File: src/rtl/c8x_pkg.sv
// Shared types, constants and the font table of the CHIP-8 executor.
// Depends on nothing; the ALU and the top level import it.
package c8x_pkg;

  localparam logic [11:0] START_PC  = 12'h200;
  localparam logic [11:0] FONT_BASE = 12'h050;
  localparam int          FONT_LEN  = 80;
  localparam logic [3:0]  VF_IDX    = 4'hF;

  // Item operation codes.
  typedef enum logic [1:0] {
    OP_LOAD     = 2'd0,
    OP_EXEC     = 2'd1,
    OP_READ_ROW = 2'd2,
    OP_UNUSED   = 2'd3
  } op_t;

  // Top nibble of an instruction.
  localparam logic [3:0] OPC_SYS  = 4'h0;
  localparam logic [3:0] OPC_JP   = 4'h1;
  localparam logic [3:0] OPC_CALL = 4'h2;
  localparam logic [3:0] OPC_SE   = 4'h3;
  localparam logic [3:0] OPC_SNE  = 4'h4;
  localparam logic [3:0] OPC_SEV  = 4'h5;
  localparam logic [3:0] OPC_LD   = 4'h6;
  localparam logic [3:0] OPC_ADD  = 4'h7;
  localparam logic [3:0] OPC_ALU  = 4'h8;
  localparam logic [3:0] OPC_SNEV = 4'h9;
  localparam logic [3:0] OPC_LDI  = 4'hA;
  localparam logic [3:0] OPC_JPV  = 4'hB;
  localparam logic [3:0] OPC_RND  = 4'hC;
  localparam logic [3:0] OPC_DRW  = 4'hD;
  localparam logic [3:0] OPC_KEY  = 4'hE;
  localparam logic [3:0] OPC_MISC = 4'hF;

  localparam logic [15:0] INSN_CLS = 16'h00E0;
  localparam logic [15:0] INSN_RET = 16'h00EE;

  // Low nibble of the 8XYN group.
  localparam logic [3:0] A8_MOV = 4'h0;
  localparam logic [3:0] A8_OR  = 4'h1;
  localparam logic [3:0] A8_AND = 4'h2;
  localparam logic [3:0] A8_XOR = 4'h3;
  localparam logic [3:0] A8_ADD = 4'h4;
  localparam logic [3:0] A8_SUB = 4'h5;
  localparam logic [3:0] A8_SHR = 4'h6;
  localparam logic [3:0] A8_RSB = 4'h7;
  localparam logic [3:0] A8_SHL = 4'hE;

  // Low byte of the FXNN group.
  localparam logic [7:0] FX_GET_DT = 8'h07;
  localparam logic [7:0] FX_SET_DT = 8'h15;
  localparam logic [7:0] FX_SET_ST = 8'h18;
  localparam logic [7:0] FX_ADD_I  = 8'h1E;
  localparam logic [7:0] FX_FONT   = 8'h29;
  localparam logic [7:0] FX_BCD    = 8'h33;
  localparam logic [7:0] FX_STORE  = 8'h55;
  localparam logic [7:0] FX_LOAD   = 8'h65;

  typedef struct packed {
    logic [1:0]  operation;
    logic [11:0] mem_address;
    logic [7:0]  mem_data;
    logic [7:0]  random_byte;
    logic [4:0]  row_select;
  } item_t;

  typedef struct packed {
    logic [11:0] pc_after;
    logic [15:0] instruction_word;
    logic [7:0]  flag_value;
    logic        screen_changed;
    logic        stack_error;
    logic [63:0] display_row;
  } result_t;

  typedef struct packed {
    logic shift_copies_vy;
  } cfg_t;

  typedef enum logic [2:0] {
    ALU_PASS, ALU_OR, ALU_AND, ALU_XOR, ALU_ADD, ALU_SUB, ALU_SHR, ALU_SHL
  } alu_op_t;

  typedef struct packed {
    alu_op_t    op;
    logic [7:0] a;
    logic [7:0] b;
  } alu_req_t;

  typedef struct packed {
    logic [7:0] res;
    logic       flag;
    logic       eq;
  } alu_rsp_t;

  typedef enum logic [4:0] {
    S_INIT, S_IDLE, S_F0, S_F1, S_F2, S_RX, S_RY, S_EXEC, S_RET, S_CLR,
    S_DRAWA, S_DRAWB, S_BCD, S_STORE, S_LOADA, S_LOADB, S_ROW, S_DONE
  } state_t;

  localparam logic [7:0] FONT [FONT_LEN] = '{
    8'hF0, 8'h90, 8'h90, 8'h90, 8'hF0, 8'h20, 8'h60, 8'h20, 8'h20, 8'h70,
    8'hF0, 8'h10, 8'hF0, 8'h80, 8'hF0, 8'hF0, 8'h10, 8'hF0, 8'h10, 8'hF0,
    8'h90, 8'h90, 8'hF0, 8'h10, 8'h10, 8'hF0, 8'h80, 8'hF0, 8'h10, 8'hF0,
    8'hF0, 8'h80, 8'hF0, 8'h90, 8'hF0, 8'hF0, 8'h10, 8'h20, 8'h40, 8'h40,
    8'hF0, 8'h90, 8'hF0, 8'h90, 8'hF0, 8'hF0, 8'h90, 8'hF0, 8'h10, 8'hF0,
    8'hF0, 8'h90, 8'hF0, 8'h90, 8'h90, 8'hE0, 8'h90, 8'hE0, 8'h90, 8'hE0,
    8'hF0, 8'h80, 8'h80, 8'h80, 8'hF0, 8'hE0, 8'h90, 8'h90, 8'h90, 8'hE0,
    8'hF0, 8'h80, 8'hF0, 8'h80, 8'hF0, 8'hF0, 8'h80, 8'hF0, 8'h80, 8'h80
  };

  // Reset content of main memory at one address.
  function automatic logic [7:0] font_byte(input logic [11:0] addr);
    logic [11:0] off;
    off = addr - FONT_BASE;
    if (addr >= FONT_BASE && off < 12'(FONT_LEN)) begin
      font_byte = FONT[off[6:0]];
    end else begin
      font_byte = 8'h00;
    end
  endfunction

endpackage

File: src/rtl/c8x_alu.sv
// Shared 8-bit arithmetic, logic, shift and compare unit of the executor.
// Depends on c8x_pkg for the request and response types.
module c8x_alu (
  input  c8x_pkg::alu_req_t req,
  output c8x_pkg::alu_rsp_t rsp
);
  import c8x_pkg::*;

  logic [8:0] sum;

  assign sum = {1'b0, req.a} + {1'b0, req.b};

  always_comb begin
    rsp.eq = (req.a == req.b);
    unique case (req.op)
      ALU_PASS: begin rsp.res = req.b;          rsp.flag = 1'b0; end
      ALU_OR:   begin rsp.res = req.a | req.b;  rsp.flag = 1'b0; end
      ALU_AND:  begin rsp.res = req.a & req.b;  rsp.flag = 1'b0; end
      ALU_XOR:  begin rsp.res = req.a ^ req.b;  rsp.flag = 1'b0; end
      ALU_ADD:  begin rsp.res = sum[7:0];       rsp.flag = sum[8]; end
      ALU_SUB:  begin rsp.res = req.a - req.b;  rsp.flag = (req.a >= req.b); end
      ALU_SHR:  begin rsp.res = req.a >> 1;     rsp.flag = req.a[0]; end
      ALU_SHL:  begin rsp.res = req.a << 1;     rsp.flag = req.a[7]; end
      default:  begin rsp.res = req.b;          rsp.flag = 1'b0; end
    endcase
  end
endmodule

File: config.mk
export PLATFORM = sky130hd
export DESIGN_NAME = c8x_alu
export DESIGN_NICKNAME = d
export VERILOG_FILES = /design/src/rtl/c8x_pkg.sv /design/src/rtl/c8x_alu.sv
export SDC_FILE = /design/constraint.sdc
export NUM_CORES = 1
export LEC_CHECK = 0
export BUFFER_PORTS_ARGS = -buffer_cell sky130_fd_sc_hd__buf_4
export CAP_MARGIN = 25
export CORE_ASPECT_RATIO = 1.4
export CORE_UTILIZATION = 35
export DETAILED_ROUTE_END_ITERATION = 7
export GPL_ROUTABILITY_DRIVEN = 0
export MAX_ROUTING_LAYER = met4
export PLACE_DENSITY_LB_ADDON = 0.25
export SYNTH_ARGS = -nofsm -noshare
export SYNTH_HDL_FRONTEND = slang
export SYNTH_SLANG_ARGS = --single-unit
export TNS_END_PERCENT = 50
File: constraint.sdc
create_clock -name vclk -period 2.2
set_input_delay 0.44 -clock vclk [all_inputs]
set_output_delay 0.44 -clock vclk [all_outputs]
set_load 0.05 [all_outputs]
==> results.toml <==
[worst_setup_path]
critPathKind = "in -> out"
max_stage_delay_ps = 420
crit_top_cell = "a21oi_2"
path_cells = "buf_8, clkinvlp_4, fa_2, nand2b_4, a21oi_4, buf_4, buf_6, a21oi_2, xnor2_1, a21oi_2, a21oi_2, buf_6"
crit_fanout = 4
critPathSlowestCell = "fa_2"
worstSetupEndpointType = "output pin"
cp-start-kind = "primary input"
cp_data_required_time_ps = 1760
critPathArrivalTime_ps = 2290

[detailed_routing]
vias_per_cell = 5.40
drt_pass1_iterations = 4
drtIter0Drc = 85
drcViolationCount = 0
ant_nets = 0
via_count = 1735
wire_per_inst_um = 14.8
routed_wl_mm = 4.76

[yosys]
yosys.area.top_type = "ha_1"
synth_fp_nets = 242
syn_area_um2 = 1390
yosysWarnings = 0
synthTopCellsByCount = "27 x ha_1, 23 x a21oi_1, 21 x inv_1"
synth_most_common_cell = "ha_1"
synthTopCellsByArea = "ha_1 24%, a21oi_1 8.3%, mux4_2 6.5%"
synth.top_cell.area_share_pct = 24.4
syn-instance-count = 194
syn_area_per_cell_um2 = 7.15
synth_cell_types = 45
ys_seq_area_share_pct = 0

[status]
status = "finished with violations"
violations = "setup timing"

[die]
die_h_um = 76.5
rows = 26
start_util_pct = 37.4
io_pins = 29
core_area_um2 = 3710
die_area_um2 = 4220
die_w_um = 55.2

[min_path]
worstHoldPathType = "in -> out"
min_delay_path_depth = 5

[timing]
tightest_slew_ps = 311
maxSlewViolCount = 0
finalHoldViolCount = 0
rsz0062_at_grt = "yes"
fin_ws_ps = -531
fin_crit_sh_pct = 124
slew_headroom_pct = 79.2
whs_ps = 1370
fin_crit_ps = 2730
fmax_ghz = 0.366
setup_tns_ps = -2910
setup_viol = 8

[finish]
fin_cells = 321
nFillCells = 280
area_growth_pct = 81.9
num_antenna_cells = 0
design_area_um2 = 2520
nClkBuffers = 0
drive_above_1_share_pct = 56.3
utilization_pct = 68.0
final_nets = 329
regArea_um2 = 0
design.seq.count = 0

[run]
maxCapViolCount = 0

[grt]
grt_pass1_wl_mm = 7.51
grt_pass1_vias = 1686
grt.overflow.total = 0
grt_usage_pct = 23.4
antenna_found_initial = 0
grt_start_max_net_pins = 14

[place]
port-buffer-count = 29
place_area_um2 = 2220
placed_cells = 311
place_ws_ps = -570
place_hpwl_mm = 3.47

[pwr]
p_leak_nw = 1.15
ir_drop_v = 0.000239
p_total_mw = 0.723
power_density_nw_per_um2 = 286
==> routing by layer <==
layer / up-vias / GRT usage (%) / wire length (um)
li1: 860 / - / -
met1: 815 / 28.1 / 1910
met2: 52 / 41.8 / 2620
met3: 8 / 0.399 / 147
met4: 0 / 4.00 / 89
met5: - / - / 0
==> layout make-up <==
class / count / area, um2 / share of cell area (%)
multi-input cells: 157 / 1540 / 61.2
well taps: 42 / 52.6 / 2.08
inverters: 23 / 96.3 / 3.82
repair buffers: 99 / 831 / 32.9
==> path summary, 6_finish.rpt <==
check	from	end	slack, ps
worst max-delay path	req[1]	rsp[6]	-530
worst min-delay path	req[4]	rsp[6]	1370
==> timing repair <==
item,in CTS,in global routing
hold buffers,0,0
setup buffers,6,4
pin swaps,19,14
resized for setup,32,17
setup endpoints to repair,9,10
==> critical path, delay by kind of cell <==
family / cells / cell delay, ps
buf+inv: 5 / 600
xor+xnor: 1 / 200
compound gates: 4 / 460
fa+ha+maj: 1 / 420
simple gates: 1 / 160
==> cells by family after synthesis <==
| group | synth area share (%) |
|---|---|
| AOI/OAI and AO/OA | 29.3 |
| xor gates and xnor gates | 2.53 |
| adders and majority gates | 27.3 |
| buffers and inverters | 10.8 |
| muxes | 11.9 |
| and+or+nand+nor | 18.1 |
==> power breakdown <==
group          total (mW)  internal (mW)  leakage [nW]  switching, mW
clock                   0              0             0              0
sequential              0              0             0              0
combinational       0.723          0.352          1.15          0.371
total               0.723          0.352          1.15          0.371
==> layout by cell type, fill, tap and decap left out, drive strengths merged, types with 2 or more instances in the layout <==
| master | netlist | routed |
|---|---|---|
| clkinvlp | 0 | 2 |
| a22oi | 4 | 4 |
| nor3 | 6 | 6 |
| nor2 | 10 | 10 |
| nand3 | 3 | 3 |
| mux4 | 4 | 4 |
| o21bai | 4 | 4 |
| nand2b | 4 | 4 |
| ha | 27 | 27 |
| mux2 | 4 | 4 |
| inv | 23 | 21 |
| a32oi | 3 | 3 |
| a221oi | 2 | 2 |
| a21o | 2 | 2 |
| o22ai | 3 | 3 |
| mux2i | 3 | 3 |
| fa | 2 | 2 |
| nand3b | 2 | 2 |
| o21ai | 11 | 11 |
| a211oi | 4 | 4 |
| xnor2 | 3 | 3 |
| buf | 9 | 99 |
| a21oi | 24 | 24 |
| nand2 | 18 | 18 |
Note: power is estimated with default switching activity, not from simulation.
